**src/scla_pkg.sv**
```systemverilog
// ----------------------------------------------------------------------------
// Scroll comment lane allocator package
// Field widths, reset values, multiplier constants, register indexes and the
// sequencer codes shared by the allocator files.
// ----------------------------------------------------------------------------
`default_nettype none

package scla_pkg;

  // Field widths
  localparam int NOW_W  = 32;
  localparam int TW_W   = 13;
  localparam int SPD_W  = 12;
  localparam int DIM_W  = 14;
  localparam int LANE_W = 6;
  localparam int SW_W   = 24;   // stored comment width, signed
  localparam int DT_W   = 21;   // saturated elapsed time

  // Configuration port
  localparam int PADDR_W = 4;
  localparam int APB_W   = 32;

  localparam logic [1:0] REG_SCREEN_WIDTH  = 2'd0;
  localparam logic [1:0] REG_SCREEN_HEIGHT = 2'd1;
  localparam logic [1:0] REG_SHOW_ENABLE   = 2'd2;

  localparam logic [DIM_W-1:0] SCREEN_WIDTH_RST  = 14'd1280;
  localparam logic [DIM_W-1:0] SCREEN_HEIGHT_RST = 14'd720;

  // Contents of a lane that has never been written
  localparam logic [NOW_W-1:0] START_RESET = 32'hFFFE7960;
  localparam logic [SW_W-1:0]  WIDTH_RESET = 24'hF0BDC0;
  localparam logic [SPD_W-1:0] SPEED_RESET = 12'd0;

  localparam logic [DT_W-1:0] DT_MAX = 21'h100000;

  // Shared multiplier: signed A operand times unsigned B operand
  localparam int MA_W   = 38;
  localparam int MB_W   = 27;
  localparam int PROD_W = 58;
  localparam int FULL_W = MA_W + MB_W + 1;

  // 60 frames per second, 256 for the Q8 speed, 1000 ms and 1.667 ms scaled
  localparam logic [MB_W-1:0] K_FRAMES = 27'd60;
  localparam logic [MB_W-1:0] K_CENTI  = 27'd100;
  localparam logic [MB_W-1:0] K_CLEAR  = 27'd256000;
  localparam logic [MB_W-1:0] K_SAFE   = 27'd426752;

  // Reciprocal shift for the lane pitch
  localparam int PITCH_SHIFT = 21;

  // Pitch sequence steps
  localparam logic [3:0] PS_RECIP = 4'd0;
  localparam logic [3:0] PS_BACK  = 4'd1;
  localparam logic [3:0] PS_FIX   = 4'd2;

  // Lane test sequence steps
  localparam logic [3:0] SQ_DT60     = 4'd0;
  localparam logic [3:0] SQ_CS       = 4'd1;
  localparam logic [3:0] SQ_WCLR     = 4'd2;
  localparam logic [3:0] SQ_CLR_CMP  = 4'd3;
  localparam logic [3:0] SQ_DT100    = 4'd4;
  localparam logic [3:0] SQ_RATE     = 4'd5;
  localparam logic [3:0] SQ_WCS      = 4'd6;
  localparam logic [3:0] SQ_GAP      = 4'd7;
  localparam logic [3:0] SQ_SUM      = 4'd8;
  localparam logic [3:0] SQ_SCALE    = 4'd9;
  localparam logic [3:0] SQ_SAFE_CMP = 4'd10;

  typedef enum logic [5:0] {
    ST_IDLE  = 6'b000001,
    ST_PITCH = 6'b000010,
    ST_READ  = 6'b000100,
    ST_TEST  = 6'b001000,
    ST_PLACE = 6'b010000,
    ST_DONE  = 6'b100000
  } state_t;

endpackage

`default_nettype wire

```
**src/scla_if.sv**
```systemverilog
// ----------------------------------------------------------------------------
// Scroll comment lane allocator channels
// Valid/ready channels for comment requests and lane results.
// ----------------------------------------------------------------------------
`default_nettype none

interface scla_req_if;
  import scla_pkg::*;

  logic             valid;
  logic             ready;
  logic [NOW_W-1:0] now_ms;
  logic [TW_W-1:0]  text_width;
  logic [SPD_W-1:0] speed_q8;

  modport source (output valid, now_ms, text_width, speed_q8, input ready);
  modport sink (input valid, now_ms, text_width, speed_q8, output ready);
endinterface

interface scla_rsp_if;
  import scla_pkg::*;

  logic              valid;
  logic              ready;
  logic              found;
  logic [LANE_W-1:0] lane;
  logic [DIM_W-1:0]  lane_y;

  modport source (output valid, found, lane, lane_y, input ready);
  modport sink (input valid, found, lane, lane_y, output ready);
endinterface

`default_nettype wire

```
**src/scla_ram.sv**
```systemverilog
// ----------------------------------------------------------------------------
// Scroll comment lane allocator RAM
// Simple dual-port memory, one write and one registered read per cycle.
// ----------------------------------------------------------------------------
`default_nettype none

module scla_ram #(
  parameter int WIDTH = 8,
  parameter int DEPTH = 16,
  localparam int AW = (DEPTH > 1) ? $clog2(DEPTH) : 1
) (
  input  logic             clk,
  input  logic             we,
  input  logic [AW-1:0]    waddr,
  input  logic [WIDTH-1:0] wdata,
  input  logic [AW-1:0]    raddr,
  output logic [WIDTH-1:0] rdata
);

  logic [WIDTH-1:0] mem [DEPTH];

  always_ff @(posedge clk) begin
    if (we) begin
      mem[waddr] <= wdata;
    end
    rdata <= mem[raddr];
  end

endmodule

`default_nettype wire

```
**src/scroll_comment_lane_allocator.sv**
```systemverilog
// With placement disabled an accepted word goes straight to the done state.
// Otherwise the lane pitch is worked out first, then each lane is read and put
// to the clear test and, where the new comment is faster than the one in the
// lane, to the catch-up test, all on the one shared multiplier; the first free
// lane is then written in the place state. One word is in work at a time.
// Reset restores the register defaults and marks every lane empty at once.
// ----------------------------------------------------------------------------
// Scroll comment lane allocator
// Scans lanes from the lowest and places a comment into the first lane where
// it neither overlaps nor catches the comment already running there.
// ----------------------------------------------------------------------------
`default_nettype none

module scroll_comment_lane_allocator #(
  parameter int LANES = 24
) (
  input  logic                         clk,
  input  logic                         rst,
  input  logic                         psel,
  input  logic                         penable,
  input  logic                         pwrite,
  input  logic [scla_pkg::PADDR_W-1:0] paddr,
  input  logic [scla_pkg::APB_W-1:0]   pwdata,
  output logic [scla_pkg::APB_W-1:0]   prdata,
  output logic                         pready,
  scla_req_if.sink                     req,
  scla_rsp_if.source                   rsp
);

  import scla_pkg::*;

  localparam int AW    = (LANES > 1) ? $clog2(LANES) : 1;
  localparam int ENT_W = NOW_W + SW_W + SPD_W;
  localparam logic [MB_W-1:0] RECIP   = MB_W'((1 << PITCH_SHIFT) / LANES);
  localparam logic [MB_W-1:0] LANES_B = MB_W'(LANES);
  localparam logic [AW-1:0]   LAST    = AW'(LANES - 1);

  // Configuration
  logic [DIM_W-1:0] screen_width;
  logic [DIM_W-1:0] screen_height;
  logic             show_enable;

  // Sequencer
  state_t        state, state_next;
  logic [AW-1:0] lane, lane_next;
  logic [3:0]    step, step_next;
  logic          found_r;

  // Captured request and current lane
  logic [NOW_W-1:0]       now_r;
  logic [TW_W-1:0]        tw_r;
  logic [SPD_W-1:0]       cs_r;
  logic [DT_W-1:0]        dt_r;
  logic signed [SW_W-1:0] w_r;
  logic [SPD_W-1:0]       sp_r;

  // Shared multiplier and its holding registers
  logic signed [MA_W-1:0]   mul_a;
  logic [MB_W-1:0]          mul_b;
  logic signed [FULL_W-1:0] mul_full;
  logic                     mul_en;
  logic signed [PROD_W-1:0] prod;
  logic signed [PROD_W-1:0] hold;
  logic signed [MA_W-1:0]   hold2;
  logic [DIM_W-1:0]         pitch;
  logic [DIM_W-1:0]         hi_q;
  logic [DIM_W:0]           pitch_rem;
  logic                     hold_gt_prod;

  // Lane store
  logic [LANES-1:0] lane_valid;
  logic             ram_we;
  logic [ENT_W-1:0] ram_wdata;
  logic [ENT_W-1:0] ram_rdata;
  logic [NOW_W-1:0] start_eff;
  logic [SW_W-1:0]  w_eff;
  logic [SPD_W-1:0] sp_eff;
  logic [NOW_W-1:0] elapsed;
  logic [DT_W-1:0]  dt_sat;
  logic [SPD_W-1:0] cs_minus_sp;
  logic             cs_gt_sp;

  // Output register
  logic              out_valid;
  logic              out_found;
  logic [LANE_W-1:0] out_lane;
  logic [DIM_W-1:0]  out_lane_y;
  logic              out_load;
  logic              accept;
  logic              cfg_wr;

  // --------------------------------------------------------------------------
  // Configuration port
  // --------------------------------------------------------------------------
  assign pready = 1'b1;
  assign cfg_wr = psel && penable && pwrite;

  always_ff @(posedge clk) begin
    if (rst) begin
      screen_width  <= SCREEN_WIDTH_RST;
      screen_height <= SCREEN_HEIGHT_RST;
      show_enable   <= 1'b1;
    end else if (cfg_wr) begin
      unique case (paddr[3:2])
        REG_SCREEN_WIDTH:  screen_width  <= pwdata[DIM_W-1:0];
        REG_SCREEN_HEIGHT: screen_height <= pwdata[DIM_W-1:0];
        REG_SHOW_ENABLE:   show_enable   <= pwdata[0];
        default: ;
      endcase
    end
  end

  always_comb begin
    unique case (paddr[3:2])
      REG_SCREEN_WIDTH:  prdata = APB_W'(screen_width);
      REG_SCREEN_HEIGHT: prdata = APB_W'(screen_height);
      REG_SHOW_ENABLE:   prdata = APB_W'(show_enable);
      default:           prdata = '0;
    endcase
  end

  // --------------------------------------------------------------------------
  // Lane store
  // --------------------------------------------------------------------------
  assign ram_we    = (state == ST_PLACE);
  assign ram_wdata = {now_r, SW_W'(tw_r), cs_r};

  // The read address follows the next lane so the data lines up with lane.
  scla_ram #(
    .WIDTH (ENT_W),
    .DEPTH (LANES)
  ) u_lane_ram (
    .clk   (clk),
    .we    (ram_we),
    .waddr (lane),
    .wdata (ram_wdata),
    .raddr (lane_next),
    .rdata (ram_rdata)
  );

  always_comb begin
    if (lane_valid[lane]) begin
      start_eff = ram_rdata[ENT_W-1 -: NOW_W];
      w_eff     = ram_rdata[SW_W+SPD_W-1 -: SW_W];
      sp_eff    = ram_rdata[SPD_W-1:0];
    end else begin
      start_eff = START_RESET;
      w_eff     = WIDTH_RESET;
      sp_eff    = SPEED_RESET;
    end
  end

  assign elapsed     = now_r - start_eff;
  assign dt_sat      = (elapsed > NOW_W'(DT_MAX)) ? DT_MAX : elapsed[DT_W-1:0];
  assign cs_gt_sp    = (cs_r > sp_r);
  assign cs_minus_sp = cs_r - sp_r;

  always_ff @(posedge clk) begin
    if (rst) begin
      lane_valid <= '0;
    end else if (ram_we) begin
      lane_valid[lane] <= 1'b1;
    end
  end

  // --------------------------------------------------------------------------
  // Shared multiplier
  // --------------------------------------------------------------------------
  assign hi_q         = prod[PITCH_SHIFT+DIM_W-1:PITCH_SHIFT];
  assign pitch_rem    = {1'b0, screen_height} - prod[DIM_W:0];
  assign hold_gt_prod = (hold > prod);
  assign mul_en       = (state == ST_PITCH) || (state == ST_TEST) || (state == ST_PLACE);

  // The catch-up test is folded into dt*sp*cs*100 > 426752*(w*cs + wr*(cs-sp)).
  always_comb begin
    mul_a = '0;
    mul_b = '0;
    unique case (state)
      ST_PITCH: begin
        case (step)
          PS_RECIP: begin
            mul_a = MA_W'(screen_height);
            mul_b = RECIP;
          end
          PS_BACK: begin
            mul_a = MA_W'(hi_q);
            mul_b = LANES_B;
          end
          default: ;
        endcase
      end
      ST_TEST: begin
        case (step)
          SQ_DT60: begin
            mul_a = MA_W'(dt_r);
            mul_b = K_FRAMES;
          end
          SQ_CS: begin
            mul_a = MA_W'(prod[MB_W-1:0]);
            mul_b = MB_W'(cs_r);
          end
          SQ_WCLR: begin
            mul_a = MA_W'(w_r);
            mul_b = K_CLEAR;
          end
          SQ_CLR_CMP: begin
            mul_a = MA_W'(sp_r);
            mul_b = MB_W'(cs_r);
          end
          SQ_DT100: begin
            mul_a = MA_W'(dt_r);
            mul_b = K_CENTI;
          end
          SQ_RATE: begin
            mul_a = MA_W'(hold[SW_W-1:0]);
            mul_b = prod[MB_W-1:0];
          end
          SQ_WCS: begin
            mul_a = MA_W'(w_r);
            mul_b = MB_W'(cs_r);
          end
          SQ_GAP: begin
            mul_a = MA_W'(screen_width);
            mul_b = MB_W'(cs_minus_sp);
          end
          SQ_SCALE: begin
            mul_a = hold2;
            mul_b = K_SAFE;
          end
          default: ;
        endcase
      end
      ST_PLACE: begin
        mul_a = MA_W'(lane);
        mul_b = MB_W'(pitch);
      end
      default: ;
    endcase
  end

  assign mul_full = FULL_W'(mul_a) * FULL_W'($signed({1'b0, mul_b}));

  // --------------------------------------------------------------------------
  // Sequencer
  // --------------------------------------------------------------------------
  assign req.ready = (state == ST_IDLE);
  assign accept    = req.valid && req.ready;
  assign out_load  = (state == ST_DONE) && (!out_valid || rsp.ready);

  always_comb begin
    state_next = state;
    lane_next  = lane;
    step_next  = step;
    unique case (state)
      ST_IDLE: begin
        if (req.valid) begin
          if (show_enable) begin
            state_next = ST_PITCH;
            step_next  = PS_RECIP;
          end else begin
            state_next = ST_DONE;
          end
        end
      end
      ST_PITCH: begin
        if (step == PS_FIX) begin
          state_next = ST_READ;
          lane_next  = '0;
        end else begin
          step_next = step + 4'd1;
        end
      end
      ST_READ: begin
        state_next = ST_TEST;
        step_next  = SQ_DT60;
      end
      ST_TEST: begin
        step_next = step + 4'd1;
        if ((step == SQ_CLR_CMP && !hold_gt_prod) ||
            (step == SQ_SAFE_CMP && !hold_gt_prod)) begin
          if (lane == LAST) begin
            state_next = ST_DONE;
          end else begin
            lane_next  = lane + AW'(1);
            state_next = ST_READ;
          end
        end else if ((step == SQ_CLR_CMP && !cs_gt_sp) || step == SQ_SAFE_CMP) begin
          state_next = ST_PLACE;
        end
      end
      ST_PLACE: begin
        state_next = ST_DONE;
      end
      ST_DONE: begin
        if (out_load) begin
          state_next = ST_IDLE;
        end
      end
      default: begin
        state_next = ST_IDLE;
      end
    endcase
  end

  always_ff @(posedge clk) begin
    if (rst) begin
      state   <= ST_IDLE;
      lane    <= '0;
      step    <= '0;
      found_r <= 1'b0;
    end else begin
      state <= state_next;
      lane  <= lane_next;
      step  <= step_next;
      if (accept) begin
        found_r <= 1'b0;
      end else if (state == ST_PLACE) begin
        found_r <= 1'b1;
      end
    end
  end

  // --------------------------------------------------------------------------
  // Datapath registers
  // --------------------------------------------------------------------------
  always_ff @(posedge clk) begin
    if (accept) begin
      now_r <= req.now_ms;
      tw_r  <= req.text_width;
      cs_r  <= req.speed_q8;
    end
    if (state == ST_READ) begin
      dt_r <= dt_sat;
      w_r  <= w_eff;
      sp_r <= sp_eff;
    end
    if (mul_en) begin
      prod <= mul_full[PROD_W-1:0];
    end
    // The reciprocal estimate may fall one short; one compare fixes it.
    if (state == ST_PITCH) begin
      if (step == PS_BACK) begin
        pitch <= hi_q;
      end else if (step == PS_FIX && pitch_rem >= (DIM_W+1)'(LANES)) begin
        pitch <= pitch + DIM_W'(1);
      end
    end
    if (state == ST_TEST) begin
      if (step == SQ_WCLR || step == SQ_DT100 || step == SQ_WCS) begin
        hold <= prod;
      end
      if (step == SQ_GAP) begin
        hold2 <= prod[MA_W-1:0];
      end else if (step == SQ_SUM) begin
        hold2 <= hold2 + prod[MA_W-1:0];
      end
    end
  end

  // --------------------------------------------------------------------------
  // Output register
  // --------------------------------------------------------------------------
  always_ff @(posedge clk) begin
    if (rst) begin
      out_valid <= 1'b0;
    end else if (out_load) begin
      out_valid <= 1'b1;
    end else if (rsp.ready) begin
      out_valid <= 1'b0;
    end
  end

  always_ff @(posedge clk) begin
    if (out_load) begin
      out_found  <= found_r;
      out_lane   <= found_r ? LANE_W'(lane) : '0;
      out_lane_y <= found_r ? prod[DIM_W-1:0] : '0;
    end
  end

  assign rsp.valid  = out_valid;
  assign rsp.found  = out_found;
  assign rsp.lane   = out_lane;
  assign rsp.lane_y = out_lane_y;

  // --------------------------------------------------------------------------
  // Assertions
  // --------------------------------------------------------------------------
  a_busy_after_accept: assert property (@(posedge clk) disable iff (rst)
    (req.valid && req.ready) |=> !req.ready)
    else $error("request taken while a word is still in work");

  a_miss_is_zero: assert property (@(posedge clk) disable iff (rst)
    (rsp.valid && !rsp.found) |-> (rsp.lane == '0 && rsp.lane_y == '0))
    else $error("unplaced result carries a lane or row");

  a_lane_in_range: assert property (@(posedge clk) disable iff (rst)
    (rsp.valid && rsp.found) |-> ({1'b0, rsp.lane} < (LANE_W+1)'(LANES)))
    else $error("result lane beyond the lane count");

  a_step_bound: assert property (@(posedge clk) disable iff (rst)
    (state == ST_TEST) |-> (step <= SQ_SAFE_CMP))
    else $error("lane test sequencer ran past its last step");

  a_place_marks_found: assert property (@(posedge clk) disable iff (rst)
    (state == ST_PLACE) |=> (found_r && state == ST_DONE && lane_valid[lane]))
    else $error("placed lane not recorded");

endmodule

`default_nettype wire

```
**src/flat_wrapper.sv**
```systemverilog
// flat-port wrapper written by rule: the top's interface ports become plain ports
module scroll_comment_lane_allocator_flat import scla_pkg::*;
#(
  parameter int LANES = 24
)
  (clk, rst, psel, penable, pwrite, paddr, pwdata, prdata, pready, req_valid, req_now_ms, req_text_width, req_speed_q8, req_ready, rsp_valid, rsp_found, rsp_lane, rsp_lane_y, rsp_ready);
  scla_req_if req_i ();
  scla_rsp_if rsp_i ();
  input  logic clk;
  input  logic rst;
  input  logic psel;
  input  logic penable;
  input  logic pwrite;
  input  logic [scla_pkg::PADDR_W-1:0] paddr;
  input  logic [scla_pkg::APB_W-1:0] pwdata;
  output logic [scla_pkg::APB_W-1:0] prdata;
  output logic pready;
  input wire logic [$bits(req_i.valid)-1:0] req_valid;
  input wire logic [$bits(req_i.now_ms)-1:0] req_now_ms;
  input wire logic [$bits(req_i.text_width)-1:0] req_text_width;
  input wire logic [$bits(req_i.speed_q8)-1:0] req_speed_q8;
  output wire logic [$bits(req_i.ready)-1:0] req_ready;
  output wire logic [$bits(rsp_i.valid)-1:0] rsp_valid;
  output wire logic [$bits(rsp_i.found)-1:0] rsp_found;
  output wire logic [$bits(rsp_i.lane)-1:0] rsp_lane;
  output wire logic [$bits(rsp_i.lane_y)-1:0] rsp_lane_y;
  input wire logic [$bits(rsp_i.ready)-1:0] rsp_ready;
  assign req_i.valid = req_valid;
  assign req_i.now_ms = req_now_ms;
  assign req_i.text_width = req_text_width;
  assign req_i.speed_q8 = req_speed_q8;
  assign req_ready = req_i.ready;
  assign rsp_valid = rsp_i.valid;
  assign rsp_found = rsp_i.found;
  assign rsp_lane = rsp_i.lane;
  assign rsp_lane_y = rsp_i.lane_y;
  assign rsp_i.ready = rsp_ready;
  scroll_comment_lane_allocator #(.LANES(LANES)) u_core (.clk(clk), .rst(rst), .psel(psel), .penable(penable), .pwrite(pwrite), .paddr(paddr), .pwdata(pwdata), .prdata(prdata), .pready(pready), .req(req_i), .rsp(rsp_i));
endmodule
```
**config.mk**
```make
export PLATFORM = sky130hd
export DESIGN_NAME = scroll_comment_lane_allocator_flat
export DESIGN_NICKNAME = d
export VERILOG_FILES = /design/src/scla_pkg.sv /design/src/scla_if.sv /design/src/scla_ram.sv /design/src/scroll_comment_lane_allocator.sv /design/src/flat_wrapper.sv
export SDC_FILE = /design/constraint.sdc
export NUM_CORES = 2
export LEC_CHECK = 0
export BUFFER_PORTS_ARGS = -buffer_cell sky130_fd_sc_hd__buf_4
export CORE_MARGIN = 8
export CORE_UTILIZATION = 60
export CTS_BUF_LIST = sky130_fd_sc_hd__clkbuf_4 sky130_fd_sc_hd__clkbuf_8
export CTS_CLUSTER_SIZE = 25
export DETAILED_ROUTE_END_ITERATION = 10
export GPL_TIMING_DRIVEN = 1
export PLACE_DENSITY_LB_ADDON = 0.12
export SYNTH_ARGS = -nofsm -noshare
export SYNTH_HDL_FRONTEND = slang
export SYNTH_SLANG_ARGS = --single-unit
```
**constraint.sdc**
```tcl
create_clock -name clk -period 26 [get_ports clk]
set_input_delay 0 -clock clk [delete_from_list [all_inputs] [get_ports clk]]
set_output_delay 0 -clock clk [all_outputs]
set_load 0.1 [all_outputs]
```
**After elaboration in Yosys (flattened, before gate mapping)**

Memory sizes are Yosys's and may differ from the RTL's. A register that Yosys moved wholly into a read port is not among the register bits.
Cells that the tools add are included.
W data, S select, Z words.

- Bits in registers: 441
- Bits in writable memories: 1368
- Input bits: 100
- Output and inout port bits: 56
- Logic and storage cells: 138
- Memories kept: 1

- $add $sub $neg: 7
- Multipliers: 1
- Order comparisons: 6
- Equal/unequal tests: 25
- Muxes and demuxes: 36
- Bitwise logic cells: 1
- Reduce and logical (&&, ||, !) cells: 37

Memories:

| memory | words | width | rd ports | clocked after Yosys merged registers in | wr ports | RTL line | RTL |
|---|---|---|---|---|---|---|---|
| u_core.u_lane_ram.mem | 24 | 57 | 1 | 1 | 1 | scla_ram.sv:20 | `logic [WIDTH-1:0] mem [DEPTH];` |

Operators with widths:

| kind | count |
|---|---|
| $pmux W38 S7 | 1 |
| $pmux W27 S7 | 1 |
| $pmux W38 S3 | 1 |
| $pmux W27 S3 | 1 |
| $mux W38 | 2 |
| $gt A58 B58 Y1 | 1 |
| $mul A38 B28 Y58 | 1 |
| $mux W6 | 7 |
| $pmux W14 S3 | 1 |
| $add A38 B38 Y38 | 1 |
| $pmux W6 S6 | 1 |
| $pmux W17 S2 | 1 |
| $gt A32 B21 Y1 const B | 1 |
| $mux W32 | 1 |
| $sub A32 B32 Y32 | 1 |
| $mux W14 | 2 |
| $pmux W14 S2 | 1 |
| $or A24 B24 Y24 | 1 |
| $eq A4 B3 Y1 const B | 4 |
| $pmux W4 S4 | 1 |
| $ge A15 B5 Y1 const B | 1 |
| $mux W5 | 3 |
| $sub A14 B15 Y15 | 1 |
| $add A14 B1 Y14 const B | 1 |
| other kinds (37) | 76 |

**Logic depth before layout (Yosys ltp)**

- Depth in word-level cells: 7
- Mapped depth: 45
- Gate-level depth less buffers: 43

**Hierarchy**

Synthesis repeated with hierarchy kept, for this count alone.

- Cells, all modules: 9214
- Area, all modules: 118586.2 sq um

By module, submodules not included:

| module | times used | cells each | area each (sq um) | sequential area each (sq um) |
|---|---|---|---|---|
| scla_ram | 1 | 3247 | 64221.6 | 50368.3 |
| scroll_comment_lane_allocator | 1 | 5967 | 54364.6 | 10470.0 |

**Least setup slack after synthesis**

OpenSTA, ideal clock, no wires.

- Path kind: register to register
- From: register u_core.cs_r[0]
- To: register u_core.prod[56], data pin
- Setup time: 0.265 ns
- Data arrival time: 9.890 ns
- Data required time: 25.735 ns
- Setup slack: 15.845 ns
- Stages on the path, launching flop included: 45
- Path buffers: 3
- Period minus slack after synthesis: 10.155 ns
- Cells stage by stage: edfxtp_1 inv_1 ha_1 fa_1 nor2b_1 o21ai_0 a21boi_0 o21ai_0 a21boi_0 o21ai_0 a21boi_0 o21a_1 nor2_1 xnor2_1 a222oi_1 o21ai_0 clkbuf_1 clkbuf_1 [... 9 more ...] fa_1 inv_1 fa_1 fa_1 ha_1 clkbuf_1 a21o_1 a21o_1 a21oi_1 o21ai_1 a221o_1 a2111oi_0 o31ai_1 a31oi_1 o21ai_0 a21oi_1 o21ai_0 xor2_1

- Cells in the longest elaborated chain, start to end: 4

RTL lines:

| item | RTL line | RTL |
|---|---|---|
| start: declaration | scroll_comment_lane_allocator.sv:52 | `logic [SPD_W-1:0] cs_r;` |
| start signal: assignment | scroll_comment_lane_allocator.sv:330 | `cs_r <= req.speed_q8;` |
| $sub A12 B12 Y12 | scroll_comment_lane_allocator.sv:156 | `assign cs_minus_sp = cs_r - sp_r;` |
| $pmux W27 S7 (*) | scroll_comment_lane_allocator.sv:193 | `case (step)` |
| $pmux W27 S3 (*) | scroll_comment_lane_allocator.sv:178 | `unique case (state)` |
| $mul A38 B28 Y58 (*) | scroll_comment_lane_allocator.sv:241 | `assign mul_full = FULL_W'(mul_a) * FULL_W'($signed({1'b0, mul_b}));` |
| net u_core.mul_full[56] | scroll_comment_lane_allocator.sv:60 | `logic signed [FULL_W-1:0] mul_full;` |
| end signal: assignment | scroll_comment_lane_allocator.sv:338 | `prod <= mul_full[PROD_W-1:0];` |
| end: declaration | scroll_comment_lane_allocator.sv:62 | `logic signed [PROD_W-1:0] prod;` |

Mark *: on every way through the listed nets, which the timed path passes. The rest lies on a longest branch.
A chain may end at the register's enable or synchronous reset.

**Final worst setup path**

Same ends and word-level chain as after synthesis.

==> metrics.txt <==
outcome finished, final reports clean; TritonCTS sink count 1787; total I/O pin count 156; Static Leak 47.3 nW; fin area 120000 um^2; Bufs on Longest Clock Path 4; clock slew at reported path FFs 0.06 ns; Core Area 181000 um^2; port buffer count 115; CP required 26.65 ns; CTS tree built; fill count 13700; first-pass GRT wire length 482 mm; GRT overflow 0; Synth Area per Inst 11.0 um^2; YS warnings 0; P per Cell Area 50.8 nW/um^2; RSZ-0062 raised after global routing no; Netlist cell types 101; Synth Area in XOR/XNOR 1.16%; Startpoint Class flip-flop; clk_skew 0.104 ns; drt wl/cell 25.5 um; Post-synth top flop edfxtp_1; cells after synthesis 9936; Worst VDD drop 70.3 uV; CP max-delay cell edfxtp_1; Post-Syn Area 109000 um^2; number of H-tree levels 5; share of cells above drive strength 1 8.71%; Compound-Gate Fraction of Synth Area 8.19%; Worst Setup Path Type reg2reg; Final Setup Violations 0; Hold WC Path Type in2reg; Worst Max-Slew Pin Slew 1.23 ns; Crit path top cell by count inv_1; post-synthesis register bit count 1787; Slew headroom 18.0%; sum of negative setup slack 0 ns; final wirelength 325 mm; die area 196000 um^2; post-route insts no fill 12700; number of global-route vias before repair 76900; RePlAce Congestion 0.987; max_cap viols 0; final hold viol count 0; Crit path arrival time 13.36 ns; Residual DRC 0; adder-cell share of the synthesized area 21.4%; area delta synth->final 9.82%; Pins Over Slew Limit 0; 1st-iter DRT viols 8451; Die Wd 443 um; DP Cell Count 12000; Starting Density 60.4%; Cell Rows 156; CP Capture Type flip-flop; post-synthesis sequential area ratio 47.9%; GRT Total Usage 32.6%; antenna violations before repair 11; Final period util 48.9%; Clk Latency, worst-skew pair 1.02 ns; maximum fanout along the worst path 27; FFs w/ async S/R, synth 0%; most common cell after layout, fill and taps aside nand2_1; 1st-pass router iterations 10; detailed placer's ending HPWL 209 mm; # Post-CTS Setup Buffers 0; ANT nets after route 0; fmax 78.7 MHz; root buf cell clkbuf_8; Post-synth EDFFs 1660; nets@finish 11500; largest net degree at the start of global routing 200; DIE HEIGHT 443 um; multiplexer share of the synthesized area 0.589%; final worst slack 13.30 ns; Post-DP Area 113000 um^2; main combinational cell family by area after synthesis adder cells; Num CTS Buffers 299; post-place setup slack 13.65 ns; Vias/cell 6.07; # resized after CTS 0; post-synthesis simple-gate area fraction 14.0%; max incr delay on CP 0.96 ns; most frequent cells in the layout 2008 x nand2_1, 1660 x edfxtp_1, 1284 x inv_1; min Tclk post-route 12.70 ns; DR vias 77200
## worst max-delay path, delay by kind of cell (launching register included)
kind | cells | cell delay, ns
compound gates | 15 | 4.31
xor+xnor | 1 | 0.17
fa+ha+maj | 10 | 4.69
buf+inv | 10 | 1.67
flops | 1 | 0.96
simple gates | 2 | 0.54
## repair_timing
| item | 4_1_cts | 5_1_grt |
|---|---|---|
| hold buffers | 178 | 0 |
| endpoints found under the hold margin | 165 | 0 |
| endpoints found under the setup margin | 0 | 0 |
## flip-flops by register name, indices dropped and copies added, names as in the netlist, 21 cells and up
signal                   flops
u_core.u_lane_ram.rdata     57
u_core.prod                 58
u_core.dt_r                 21
u_core.now_r                32
u_core.lane_valid           24
u_core.hold                 58
u_core.u_lane_ram.mem     1368
u_core.hold2                38
## stage by stage
stage | util [%] | hold WS, ns | total power [mW]
final | 66.4 | 0.213 | 6.09
after global routing | 66.4 | 0.176 | 6.26
after floorplan | - | 0.0989 | 3.52
after detailed placement | 62.2 | 0.179 | 3.68
after global placement | 62.2 | 0.179 | 3.67
after CTS | 66.4 | 0.0893 | 6.11
## cell families (layout without fill, tap and decap cells)
| logic type | after synthesis | after routing |
|---|---|---|
| fa+ha+maj | 1292 | 1292 |
| buf+inv | 1853 | 2260 |
| flops | 1787 | 1787 |
| mux | 53 | 53 |
| simple gates | 3511 | 3511 |
| compound gates | 1293 | 1293 |
| other cells | 2 | 23 |
| xor+xnor | 145 | 145 |
## where the power goes
part | internal, mW | switching, mW | total [mW]
clock | 1.34 | 1.10 | 2.44
sequential | 3.23 | 0.0864 | 3.31
combinational | 0.102 | 0.236 | 0.338
## cell usage after synthesis, drive strengths merged (59+ instances only)
library cell	n	area share, %
a211oi	130	0.90
a21o	93	0.64
a21oi	288	1.3
a221oi	75	0.74
a311oi	59	0.47
a31oi	199	1.2
and2	170	0.97
and3	206	1.2
buf	187	1.0
clkbuf	381	1.3
dfxtp	127	2.3
edfxtp	1660	46
fa	964	18
ha	328	3.8
inv	1284	4.4
nand2	2011	6.9
nand3	217	0.99
nand4	95	0.56
nor2	593	2.1
o211a	60	0.55
o21ai	197	0.91
xnor2	91	0.73
## layer usage
| layer | GRT usage, % | vias to the layer above | wire, um |
|---|---|---|---|
| met5 | 0 | - | 27 |
| met4 | 15.8 | 4 | 18400 |
| met3 | 6.95 | 908 | 32400 |
| met2 | 50.9 | 4028 | 148000 |
| met1 | 43.8 | 38600 | 126000 |
| li1 | - | 33700 | - |
## path summary, 6_finish.rpt
check | end | cells after the start | slack (ns) | from
worst min-delay path | u_core.show_enable | 4 | 0.21 | paddr[2]
worst max register to register | u_core.prod[56] | 38 | 13.30 | u_core.cs_r[0]
worst max-delay path | u_core.prod[56] | 38 | 13.30 | u_core.cs_r[0]
worst min register to register | u_core.hold[55] | 0 | 0.42 | u_core.prod[55]
## area by class of cell
cell class | count | area (um^2) | area share (%)
Clock buffer | 420 | 5180 | 4.31
Antenna cell | 3 | 7.51 | 0.00625
Sequential cell | 1787 | 52400 | 43.6
Inverter | 1285 | 4820 | 4.02
Clock inverter | 88 | 579 | 0.482
Timing Repair Buffer | 467 | 4000 | 3.33
Multi-Input combinational cell | 6314 | 50100 | 41.7
Tap cell | 2370 | 2970 | 2.47
No activity file was read; power rests on OpenSTA's default activity.
